### src/rtl/assert_macros.svh
// Assertion macros shared by the RTL files.
`ifndef ASSERT_MACROS_SVH
`define ASSERT_MACROS_SVH
`ifndef NO_ASSERTIONS
`define AST_CLK(name, clk, rst, prop) \
  name: assert property (@(posedge clk) disable iff (rst) prop) \
    else $error("assertion failed");
`define AST_CLK_MSG(name, clk, rst, prop, msg) \
  name: assert property (@(posedge clk) disable iff (rst) prop) \
    else $error(msg);
`else
`define AST_CLK(name, clk, rst, prop)
`define AST_CLK_MSG(name, clk, rst, prop, msg)
`endif
`endif

### src/rtl/pidpmd_pkg.sv
// Types, constants and the control program of the PID position motor drive.
`default_nettype none
package pidpmd_pkg;

  localparam int PC_W  = 4;
  localparam int ACC_W = 56;

  // Product saturation for ki * I and the clamp of the inner sum.
  localparam logic [52:0]             KI_SAT     = 53'd1 << 52;
  localparam logic signed [ACC_W-1:0] INNER_SAT  = 56'sd70368744177664;
  localparam logic signed [ACC_W-1:0] INNER_NSAT = -56'sd70368744177664;
  localparam logic [46:0]             INNER_MAG  = 47'd1 << 46;

  typedef enum logic [2:0] {
    REG_TARGET   = 3'd0,
    REG_KP       = 3'd1,
    REG_KI       = 3'd2,
    REG_KD       = 3'd3,
    REG_BAND     = 3'd4,
    REG_SETTLE   = 3'd5,
    REG_WINDUP   = 3'd6,
    REG_DUTY_CAP = 3'd7
  } cfg_reg_t;

  typedef enum logic [3:0] {
    OP_NOP,
    OP_START,
    OP_CHECK,
    OP_ABS,
    OP_LOAD,
    OP_KI_SUM,
    OP_KI_SIGN,
    OP_KD_LO,
    OP_KD_HI,
    OP_CLAMP,
    OP_SCALE,
    OP_DRIVE,
    OP_BRAKE
  } op_t;

  typedef enum logic [2:0] {
    MUL_NONE,
    MUL_ILO,
    MUL_IHI,
    MUL_DLO,
    MUL_NLO,
    MUL_NHI
  } mul_t;

  typedef struct packed {
    op_t             op;
    mul_t            mul;
    logic            jump_stop;
    logic [PC_W-1:0] target;
    logic            last;
  } ucw_t;

  localparam logic [PC_W-1:0] PC_BRAKE = 4'd14;

  // Control program: one word per step.
  function automatic ucw_t ucode(input logic [PC_W-1:0] pc);
    ucw_t w;
    w = '{op: OP_NOP, mul: MUL_NONE, jump_stop: 1'b0, target: '0, last: 1'b0};
    unique case (pc)
      4'd0:  w.op = OP_START;
      4'd1:  begin
        w.op        = OP_CHECK;
        w.jump_stop = 1'b1;
        w.target    = PC_BRAKE;
      end
      4'd2:  w.op = OP_ABS;
      4'd3:  w.mul = MUL_ILO;
      4'd4:  begin
        w.op  = OP_LOAD;
        w.mul = MUL_IHI;
      end
      4'd5:  begin
        w.op  = OP_KI_SUM;
        w.mul = MUL_DLO;
      end
      4'd6:  w.op = OP_KI_SIGN;
      4'd7:  w.op = OP_KD_LO;
      4'd8:  w.op = OP_KD_HI;
      4'd9:  w.op = OP_CLAMP;
      4'd10: w.mul = MUL_NLO;
      4'd11: begin
        w.op  = OP_LOAD;
        w.mul = MUL_NHI;
      end
      4'd12: w.op = OP_SCALE;
      4'd13: begin
        w.op   = OP_DRIVE;
        w.last = 1'b1;
      end
      4'd14: begin
        w.op   = OP_BRAKE;
        w.last = 1'b1;
      end
      default: begin
        w.op   = OP_BRAKE;
        w.last = 1'b1;
      end
    endcase
    return w;
  endfunction

endpackage
`default_nettype wire

### src/rtl/pid_position_motor_drive.sv
// PID position motor drive: microcoded controller with one shared multiplier.
//
// Usage. Each control tick arrives as one slave transaction: s_tuser is the
// command (0 continues, 1 starts a new move and clears the controller state)
// and s_tdata carries the measured encoder position and the emergency input.
// Every tick gives exactly one master transaction with the bridge lines, the
// PWM duty and the arrived and emergency-stopped flags.
// Steps. A tick that computes a drive runs 14 steps of the control program;
// a tick that brakes (arrival, emergency, or no move armed) jumps to the
// brake step after the check step. A new tick is taken only once the program
// of the last one has finished. The single 32x16 multiplier is used five
// times per drive tick.
// Stalls. A finished result sits in the output register; s_tready is high as
// soon as the program has finished, even while that result waits. If the
// next result is ready before the master side takes the old one, the last
// step holds until m_tready frees the register.
// Reset. rst is synchronous and active high; it loads the register defaults,
// clears the controller state, disarms the move and empties the output.
// The user must write configuration through cfg_we, cfg_addr and cfg_wdata only
// while no tick is in flight; the block itself does not enforce it.
`default_nettype none
`include "assert_macros.svh"

module pid_position_motor_drive
  import pidpmd_pkg::*;
#(
  parameter int INTEGRAL_WIDTH = 48,
  parameter int DRIVE_LIMIT    = 255
) (
  input  wire logic        clk,
  input  wire logic        rst,
  // Slave stream: one control tick per transaction.
  input  wire logic        s_tvalid,
  output logic             s_tready,
  input  wire logic [31:0] s_tdata,   // [30:0] measured_position, [31] emergency
  input  wire logic        s_tuser,   // [0] command
  // Master stream: one result per tick.
  output logic             m_tvalid,
  input  wire logic        m_tready,
  // [0] bridge_a, [1] bridge_b, [9:2] duty, [10] arrived,
  // [11] emergency_stopped, [15:12] zero
  output logic [15:0]      m_tdata,
  // Configuration write port.
  input  wire logic        cfg_we,
  input  wire logic [2:0]  cfg_addr,
  input  wire logic [30:0] cfg_wdata
);

  localparam int IW = INTEGRAL_WIDTH;
  // Signed width that holds +-DRIVE_LIMIT.
  localparam int DW = $clog2(DRIVE_LIMIT + 1) + 1;
  localparam logic signed [DW-1:0] LIM_S = DW'(DRIVE_LIMIT);
  localparam logic signed [IW-1:0] IMAX  = {1'b0, {(IW-1){1'b1}}};
  localparam logic signed [IW-1:0] IMIN  = {1'b1, {(IW-1){1'b0}}};

  // Configuration registers.
  logic signed [30:0] target_position;
  logic [15:0]        prop_gain;
  logic [15:0]        integral_gain;
  logic [15:0]        deriv_gain;
  logic [15:0]        position_band;
  logic [7:0]         settle_drive;
  logic [15:0]        windup_error;
  logic [7:0]         duty_cap;

  // Controller state kept between ticks.
  logic signed [31:0]    previous_error;
  logic signed [IW-1:0]  integral_sum;
  logic signed [DW-1:0]  last_drive;
  logic                  moving;

  // Sequencer.
  logic            busy;
  logic [PC_W-1:0] pc;
  ucw_t            cw;
  logic            advance;

  // Latched tick.
  logic               in_cmd;
  logic signed [30:0] in_pos;
  logic               in_emer;

  // Datapath registers.
  logic signed [31:0]      err;
  logic [31:0]             err_mag;
  logic signed [32:0]      diff;
  logic [32:0]             dmag;
  logic                    dsign;
  logic [IW-1:0]           imag;
  logic                    isign;
  logic [47:0]             prod;
  logic signed [ACC_W-1:0] acc;
  logic [46:0]             inner_mag;
  logic                    inner_neg;
  logic [47:0]             umag;
  logic                    arr_flag;
  logic                    emg_flag;

  // Output register.
  logic       out_valid;
  logic       out_a;
  logic       out_b;
  logic [7:0] out_duty;
  logic       out_arr;
  logic       out_emg;

  // Combinational helpers.
  logic [31:0]             mul_a;
  logic [15:0]             mul_b;
  logic [47:0]             mul_p;
  logic [31:0]             cur_err_mag;
  logic                    ld_ok;
  logic                    stop_arr;
  logic                    stop_emg;
  logic                    stop_now;
  logic signed [IW:0]      isum;
  logic signed [IW-1:0]    isat;
  logic [52:0]             ksum;
  logic [52:0]             kclamp;
  logic signed [ACC_W-1:0] acc_signed;
  logic signed [ACC_W-1:0] err_q8;
  logic signed [ACC_W-1:0] prod_ext;
  logic signed [ACC_W-1:0] kd_hi;
  logic [63:0]             scale_sum;
  logic [DW-2:0]           umin;
  logic                    u_neg;

  assign cw       = ucode(pc);
  assign advance  = busy && !(cw.last && out_valid && !m_tready);
  assign s_tready = !busy;
  assign m_tvalid = out_valid;
  assign m_tdata  = {4'b0000, out_emg, out_arr, out_duty, out_b, out_a};

  // The shared multiplier; its operands come from registers only.
  always_comb begin
    mul_a = '0;
    mul_b = '0;
    case (cw.mul)
      MUL_ILO: begin
        mul_a = imag[31:0];
        mul_b = integral_gain;
      end
      MUL_IHI: begin
        mul_a = 32'(imag[IW-1:32]);
        mul_b = integral_gain;
      end
      MUL_DLO: begin
        mul_a = dmag[31:0];
        mul_b = deriv_gain;
      end
      MUL_NLO: begin
        mul_a = inner_mag[31:0];
        mul_b = prop_gain;
      end
      MUL_NHI: begin
        mul_a = 32'(inner_mag[46:32]);
        mul_b = prop_gain;
      end
      default: begin
        mul_a = '0;
        mul_b = '0;
      end
    endcase
  end
  assign mul_p = 48'(mul_a) * 48'(mul_b);

  // Stop decision of the check step. Arrival wins over emergency, and a
  // negative last drive always passes the settle test.
  assign cur_err_mag = err[31] ? 32'(-err) : 32'(err);
  assign ld_ok    = last_drive[DW-1] ||
                    (16'(last_drive[DW-2:0]) <= 16'(settle_drive));
  assign stop_arr = moving && (cur_err_mag <= 32'(position_band)) && ld_ok;
  assign stop_emg = moving && !stop_arr && in_emer;
  assign stop_now = !moving || stop_arr || stop_emg;

  // Integral update, saturating at the integral width.
  assign isum = {integral_sum[IW-1], integral_sum} + {{(IW+1-32){err[31]}}, err};
  assign isat = (isum[IW] != isum[IW-1]) ? (isum[IW] ? IMIN : IMAX) : isum[IW-1:0];

  // ki * |I| from two partial products, saturated at 2^52.
  assign ksum   = {5'b0, acc[47:0]} + {1'b0, prod[19:0], 32'b0};
  assign kclamp = ((|prod[47:20]) || (ksum > KI_SAT)) ? KI_SAT : ksum;

  assign acc_signed = isign ? -acc : acc;
  assign err_q8     = {{(ACC_W-32){err[31]}}, err} <<< 8;
  assign prod_ext   = {8'b0, prod};
  assign kd_hi      = {8'b0, deriv_gain, 32'b0};

  // kp * |inner| from two partial products, scaled by 2^-16.
  assign scale_sum = {16'b0, acc[47:0]} + {prod[31:0], 32'b0};

  // Final drive: clamp and direction.
  assign umin  = (umag > 48'(DRIVE_LIMIT)) ? (DW-1)'(DRIVE_LIMIT) : umag[DW-2:0];
  assign u_neg = inner_neg && (umag != '0);

  // Configuration registers.
  always_ff @(posedge clk) begin
    if (rst) begin
      target_position <= '0;
      prop_gain       <= 16'd256;
      integral_gain   <= '0;
      deriv_gain      <= '0;
      position_band   <= 16'd50;
      settle_drive    <= 8'd55;
      windup_error    <= 16'd200;
      duty_cap        <= 8'd200;
    end else if (cfg_we) begin
      case (cfg_reg_t'(cfg_addr))
        REG_TARGET:   target_position <= cfg_wdata;
        REG_KP:       prop_gain       <= cfg_wdata[15:0];
        REG_KI:       integral_gain   <= cfg_wdata[15:0];
        REG_KD:       deriv_gain      <= cfg_wdata[15:0];
        REG_BAND:     position_band   <= cfg_wdata[15:0];
        REG_SETTLE:   settle_drive    <= cfg_wdata[7:0];
        REG_WINDUP:   windup_error    <= cfg_wdata[15:0];
        REG_DUTY_CAP: duty_cap        <= cfg_wdata[7:0];
        default:      ;
      endcase
    end
  end

  // Sequencer and output handshake.
  always_ff @(posedge clk) begin
    if (rst) begin
      busy      <= 1'b0;
      pc        <= '0;
      out_valid <= 1'b0;
    end else begin
      if (s_tvalid && s_tready) begin
        busy <= 1'b1;
        pc   <= '0;
      end else if (advance) begin
        if (cw.last) begin
          busy <= 1'b0;
        end else if (cw.jump_stop && stop_now) begin
          pc <= cw.target;
        end else begin
          pc <= pc + 1'b1;
        end
      end
      if (advance && cw.last) begin
        out_valid <= 1'b1;
      end else if (m_tready) begin
        out_valid <= 1'b0;
      end
    end
  end

  // Controller state.
  always_ff @(posedge clk) begin
    if (rst) begin
      previous_error <= '0;
      integral_sum   <= '0;
      last_drive     <= '0;
      moving         <= 1'b0;
    end else if (advance) begin
      case (cw.op)
        OP_START: begin
          if (in_cmd) begin
            previous_error <= '0;
            integral_sum   <= '0;
            last_drive     <= '0;
            moving         <= 1'b1;
          end
        end
        OP_CHECK: begin
          if (stop_now) begin
            moving <= 1'b0;
          end else begin
            integral_sum <= isat;
          end
        end
        OP_DRIVE: begin
          if ((umag > 48'(DRIVE_LIMIT)) && (err_mag > 32'(windup_error))) begin
            integral_sum <= '0;
          end
          previous_error <= err;
          last_drive     <= u_neg ? -$signed({1'b0, umin}) : $signed({1'b0, umin});
        end
        default: ;
      endcase
    end
  end

  // Input latch and datapath registers.
  always_ff @(posedge clk) begin
    if (s_tvalid && s_tready) begin
      in_cmd  <= s_tuser;
      in_pos  <= s_tdata[30:0];
      in_emer <= s_tdata[31];
    end
    if (advance) begin
      if (cw.mul != MUL_NONE) begin
        prod <= mul_p;
      end
      case (cw.op)
        OP_START: begin
          err <= {target_position[30], target_position} - {in_pos[30], in_pos};
        end
        OP_CHECK: begin
          arr_flag <= stop_arr;
          emg_flag <= stop_emg;
          err_mag  <= cur_err_mag;
          diff     <= {err[31], err} - {previous_error[31], previous_error};
        end
        OP_ABS: begin
          imag  <= integral_sum[IW-1] ? (~integral_sum + 1'b1) : integral_sum;
          isign <= integral_sum[IW-1];
          dmag  <= diff[32] ? 33'(-diff) : 33'(diff);
          dsign <= diff[32];
        end
        OP_LOAD:    acc <= prod_ext;
        OP_KI_SUM:  acc <= {3'b0, kclamp};
        OP_KI_SIGN: acc <= acc_signed + err_q8;
        OP_KD_LO:   acc <= dsign ? acc - prod_ext : acc + prod_ext;
        OP_KD_HI: begin
          if (dmag[32]) begin
            acc <= dsign ? acc - kd_hi : acc + kd_hi;
          end
        end
        OP_CLAMP: begin
          if (acc > INNER_SAT) begin
            inner_mag <= INNER_MAG;
            inner_neg <= 1'b0;
          end else if (acc < INNER_NSAT) begin
            inner_mag <= INNER_MAG;
            inner_neg <= 1'b1;
          end else begin
            inner_mag <= acc[ACC_W-1] ? 47'(-acc) : 47'(acc);
            inner_neg <= acc[ACC_W-1];
          end
        end
        OP_SCALE: umag <= scale_sum[63:16];
        OP_DRIVE: begin
          out_a    <= u_neg;
          out_b    <= !u_neg;
          out_duty <= (16'(umin) > 16'(duty_cap)) ? duty_cap : 8'(umin);
          out_arr  <= 1'b0;
          out_emg  <= 1'b0;
        end
        OP_BRAKE: begin
          out_a    <= 1'b0;
          out_b    <= 1'b0;
          out_duty <= 8'd255;
          out_arr  <= arr_flag;
          out_emg  <= emg_flag;
        end
        default: ;
      endcase
    end
  end

  // Checks on the control program and the result encoding.
  `AST_CLK_MSG(a_pc_range, clk, rst, busy |-> pc <= PC_BRAKE, "program counter out of range")
  `AST_CLK(a_brake_form, clk, rst, out_valid && (out_arr || out_emg) |-> out_duty == 8'd255 && !out_a && !out_b)
  `AST_CLK(a_one_reason, clk, rst, out_valid |-> !(out_arr && out_emg))
  `AST_CLK_MSG(a_stop_at_check, clk, rst, $fell(moving) && !$past(rst) |-> $past(cw.op == OP_CHECK), "move ended outside the check step")
  `AST_CLK(a_drive_limit, clk, rst, last_drive <= LIM_S && last_drive >= -LIM_S)

endmodule
`default_nettype wire
### config.mk
export PLATFORM = sky130hd
export DESIGN_NAME = pid_position_motor_drive
export DESIGN_NICKNAME = d
export VERILOG_FILES = /design/src/rtl/pidpmd_pkg.sv /design/src/rtl/pid_position_motor_drive.sv
export VERILOG_INCLUDE_DIRS = /design/src /design/src/rtl
export SDC_FILE = /design/constraint.sdc
export NUM_CORES = 2
export LEC_CHECK = 0
export ABC_AREA = 1
export BUFFER_PORTS_ARGS = -buffer_cell sky130_fd_sc_hd__buf_2
export CAP_MARGIN = 20
export CORE_AREA = 8 8 413 415
export DETAILED_ROUTE_END_ITERATION = 6
export DIE_AREA = 0 0 421 423
export PLACE_DENSITY = 0.52
export SYNTH_ARGS = -nofsm -noshare
export SYNTH_HDL_FRONTEND = slang
export SYNTH_SLANG_ARGS = --single-unit
### constraint.sdc
create_clock -name clk -period 8.5 [get_ports clk]
set_input_delay 1.275 -clock clk [delete_from_list [all_inputs] [get_ports clk]]
set_output_delay 1.275 -clock clk [all_outputs]
set_load 0.01 [all_outputs]
# == Word level (Yosys, flattened, before mapping) ==
# Index checks and enable logic that the tools add are counted.
# totals
ff_bits,650
in_bits,72
elab_cells,215
out_inout_bits,18
# classes
n_bitwise,1
mul,1
addsub,16
eq_ne,44
order_cmp,8
muxes,44
n_reduce_logical,62
# ops
cell,n
one-hot mux 56 bit (5 select lines),1
two-way mux 48 bit,5
two-way mux 56 bit,4
one-hot mux 32 bit (5 select lines),1
one-hot mux 48 bit (3 select lines),1
adder 56 x 49 -> 56 bit,2
subtractor 56 x 49 -> 56 bit,2
two-way mux 32 bit,3
two-way mux 47 bit,2
adder 48 x 64 -> 64 bit,1
one-hot mux 32 bit (2 select lines),1
adder 56 x 40 -> 56 bit,1
"> comparator 56 x 48 -> 1 bit, second input constant",1
"less-than comparator 56 x 47 -> 1 bit, second input constant",1
negator 56 bit,1
adder 48 x 52 -> 53 bit,1
"> comparator 53 bit, second input constant",1
two-way mux 53 bit,1
adder 48 x 32 -> 49 bit,1
"adder 48 x 1 -> 48 bit, second input constant",1
"> comparator 48 x 8 -> 1 bit, second input constant",1
multiplier 32 x 16 -> 48 bit,1
inverter 48 bit,1
one-hot mux 16 bit (3 select lines),1
46 further kinds,140

# == Depth between registers and ports, before layout ==
# logic_depth
word_depth,11
mapped_depth,39

# == Worst setup path after synthesis ==
# No wires, ideal clock.
# synth_timing
kind,input -> register
startpoint,input port m_tready
endpoint,"register dmag[0], enable pin"
arrival_time_ns,7.109
required_time_ns,7.874
setup_slack_ns,0.765
stages,4
cell_sequence,nor2_1 > nand2_1 > nand2_2 > nor3_1
# synth_via
elab_chain_len,5
# synth_rtl
item,line_no,source
start: declaration,pid_position_motor_drive.sv:39,"input wire logic m_tready,"
zero test 1 bit,pid_position_motor_drive.sv:129,assign advance = busy && !(cw.last && out_valid && !m_tready);
logical AND 1 bit,pid_position_motor_drive.sv:129,
zero test 1 bit,pid_position_motor_drive.sv:129,
logical AND 1 bit,pid_position_motor_drive.sv:129,
AND reduction 2 bit (no line),-,
end signal: assignment,pid_position_motor_drive.sv:309,dmag <= diff[32] ? 33'(-diff) : 33'(diff);
end: declaration,pid_position_motor_drive.sv:87,logic [32:0] dmag;
# Every way passes these cells.
# A chain may end at the register's enable or synchronous reset.

# == Worst setup path after layout ==
# layout_timing
startpoint,register pc[0]
endpoint,"register prod[40], data pin"
# layout_via
elab_chain_len,6
elab_cells_between_ends,16
cone_classes,mul: 1; eq/ne: 10; mux: 3; reduce/logical: 2
# layout_rtl
item,line_no,source
start: declaration,pid_position_motor_drive.sv:74,logic [PC_W-1:0] pc;
start signal: assignment,pid_position_motor_drive.sv:236,pc <= cw.target;
start signal: assignment,pid_position_motor_drive.sv:238,pc <= pc + 1'b1;
== test 4 bit (tied with other cells),pidpmd_pkg.sv:64,unique case (pc)
one-hot mux 3 bit (5 select lines) *,pidpmd_pkg.sv:64,
== test 3 bit (tied with other cells),pid_position_motor_drive.sv:138,case (cw.mul)
OR reduction 2 bit (no line),-,
one-hot mux 16 bit (3 select lines),pid_position_motor_drive.sv:138,
multiplier 32 x 16 -> 48 bit *,pid_position_motor_drive.sv:165,assign mul_p = 48'(mul_a) * 48'(mul_b);
named net mul_p[40],pid_position_motor_drive.sv:110,logic [47:0] mul_p;
end signal: assignment,pid_position_motor_drive.sv:294,prod <= mul_p;
end: declaration,pid_position_motor_drive.sv:91,logic [47:0] prod;
# The timed path passes the listed nets; every way through them passes the cells marked *.

==> results_dict.tcl <==
set metrics [dict create \
    async_flop_share_pct 0 \
    cp.arrival_ns 8.55 \
    ios 90 \
    rrSetupSlack_ns 0.35 \
    violations "DRC" \
    ys_seq_area_share_pct 26.5 \
    dp_hpwl_mm 212 \
    cp-end-kind "flip-flop" \
    via_count 60671 \
    reg2reg_depth 33 \
    setup_viol 0 \
    area_growth_pct 9.78 \
    path_buf_inv 10 \
    status "finished, violations left" \
    ant_nets 0 \
    drcViolationCount 8 \
    syn_inst 8882 \
    drive_gt1_share_pct 5.31 \
    cts_max_level 3 \
    first_pass_iters 7 \
    max_slew_margin_pct 9.46 \
    cpMaxStageDelayCell "fa_1" \
    ys.warnings.count 0 \
    grtUsageMet1_pct 37.5 \
    worstReg2RegStart "pc[0]" \
    whs_endpoint "position_band[6]" \
    drv_slew 0 \
    fin_tns_setup_ns 0 \
    grt_use_met2_pct 45.4 \
    netlist_top_cells_area "edfxtp_1, fa_1, nand2_1" \
    nets 9885 \
    synth_area_um2 65200 \
    powerDensity_nw_per_um2 131 \
    critPathKind "reg -> reg" \
    cts_tree "built" \
    first_global_vias 59107 \
    hold_slack_ns 0.461 \
    fin_skew_ns 0.0922 \
    portBuffers 85 \
    routedWlPerCell_um 23.2 \
    yosysTopAreaCell "edfxtp_1" \
    grt_pass1_wl_mm 383 \
    via_per_inst 5.41 \
    layout_commonest_cell "nand2_1" \
    critical_path.most_common_cell "inv_1" \
    worst_pin_slew_ns 1.34 \
    grt-busiest-layer "met2" \
    ys_ff_latch 650 \
    gp_congestion 1.06 \
    hold_viol_final 0 \
    die_h_um 423 \
    grt-ovfl-total 0 \
    fin_crit_ns 8.15 \
    rsz0062_at_grt "false" \
    synth_top_area_share_pct 19.7 \
    dieArea_um2 178000 \
    postSynthAreaPerCell_um2 7.34 \
    core_um2 164000 \
    antenna_found_initial 5 \
    clk_pin_slew_worst_paths_ns 0.06 \
    finalInstanceArea_um2 71500 \
    placed_cell_area_um2 68500 \
    maxCapViolations 0 \
    power_mw 9.36 \
    cts.root.buffer_cell "clkbuf_16" \
    max_freq_mhz 123 \
    critical_path.top_delay_family "adder cells" \
    synth_edf_count 427 \
    crit_fanout 15 \
    hold_depth 2 \
    ys.flop_type "edfxtp_1" \
    cts_made_buffers 82 \
    rows 149 \
    initial_core_util_pct 39.8 \
    cts_max_path_buffers 3 \
    vdd_drop_max_mv 0.174 \
    grt_use_met3_pct 4.30 \
    fillers 16962 \
    period_share_pct 95.8 \
    grt_max_degree 84 \
    cp-start-kind "flip-flop" \
    grt_use_total_pct 28.1 \
    p_leak_nw 33.0 \
    insertion_delay_ns 0.74 \
    die_x_um 421 \
    hp-start "position_band[6]" \
    hold_class "reg -> reg" \
    drt_iter0_drc 5673 \
    worstPathRequired_ns 8.90 \
    clock_sinks 650 \
    cpPeakStageDelay_ns 0.56 \
    drt_wl_total_mm 260 \
    synth_cell_types 65 \
    layout_common_cells "nand2_1, inv_1, nor2_1" \
    r2r_end "prod[40]" \
]
==> Yosys cell counts (9+ instances only) <==
cell type and n:
o21ai_0 538, nand3b_1 12, nand2_2 9, clkbuf_1 150, a21oi_1 658, nor4_1 46
o21a_1 17, ha_1 432, dfxtp_1 223, o21ai_1 12, a21o_1 26, nor3_1 115
o31ai_1 15, buf_4 13, buf_1 17, edfxtp_1 427, o211ai_1 41, nand2_1 1913
or2_2 31, o221ai_1 16, a21boi_0 15, a221oi_1 10, inv_2 18, nand3_1 341
o21bai_1 43, a31oi_1 55, buf_2 65, nor2_1 983, a211oi_1 36, fa_1 425
inv_1 1550, clkinv_1 9, nand4_1 114, xnor2_1 117, xor2_1 281, a22oi_1 30
==> registers in the layout (all words and copies together) (netlist names), 16 cells and up <==
register and cells:
acc 56, deriv_gain 16, diff 33, dmag 33
err 32, err_mag 32, imag 48, in_pos 31
inner_mag 47, integral_gain 16, integral_sum 48, position_band 16
previous_error 32, prod 48, prop_gain 16, target_position 31
umag 48, windup_error 16
==> logic make-up (layout without fill, tap and decap cells) <==
group | Yosys count | count (layout) | synth area share [%]
other | 1 | 7 | 0.00576
DFF | 650 | 650 | 26.5
AOI/OAI and AO/OA | 1551 | 1551 | 13.3
and+or+nand+nor | 3598 | 3598 | 22.7
adders and majority gates | 857 | 857 | 21.4
xor gates and xnor gates | 398 | 398 | 5.35
buffers and inverters | 1827 | 1965 | 10.8
==> how the worst max path moves through the flow <==
stage          startpoint        to  cells past startpoint
2_1_floorplan    m_tready   dmag[0]                      4
3_3_place_gp        pc[0]  prod[34]                     34
3_5_place_dp        pc[0]  prod[40]                     34
4_1_cts             pc[0]  prod[40]                     34
5_1_grt             pc[0]  prod[35]                     36
6_report            pc[0]  prod[40]                     33
==> cell type report <==
type / count / area, um^2 / share of cell area (%)
inverters: 1578 / 5930 / 8.29
well taps: 2189 / 2740 / 3.83
diodes: 3 / 7.51 / 0.0105
clock inverters: 54 / 733 / 1.03
repair buffers: 236 / 1660 / 2.33
multi-input cells: 6408 / 41000 / 57.4
flip-flops and latches: 650 / 17300 / 24.2
clock buffers: 97 / 2150 / 3.01
==> worst register-to-register path: cells and delay by family (launching register included) <==
kind | cells | cell delay (ns)
xor gates and xnor gates | 1 | 0.13
buffers and inverters | 10 | 1.35
and+or+nand+nor | 11 | 1.39
DFF | 1 | 0.40
adders and majority gates | 8 | 3.74
AOI/OAI and AO/OA | 3 | 0.87
==> metal layers <==
layer	vias to the layer above	routed length, um
met1	29256	111000
met5	-	27
met2	2175	117000
li1	28759	-
met4	6	13600
met3	475	18100
==> power breakdown <==
group / internal [mW] / switching, mW
Combinational: 0.577 / 1.39
Sequential: 3.48 / 0.156
Clock: 2.20 / 1.55
==> timing repair <==
action | CTS | global route
gates resized for setup | 0 | 18
hold buffers | 0 | 0
endpoints found under the setup margin | 0 | 16
buffers inserted | 0 | 2
==> metrics by stage <==
step,worst slack [ns],instances,utilization (%)
after detailed placement,0.293,11054,41.8
after global routing,0.00991,11212,43.6
after global placement,0.382,11053,41.8
after CTS,0.226,11205,43.5
after floorplan,0.765,8885,-
final,0.355,11215,43.6
(Power assumes the default switching activity.)
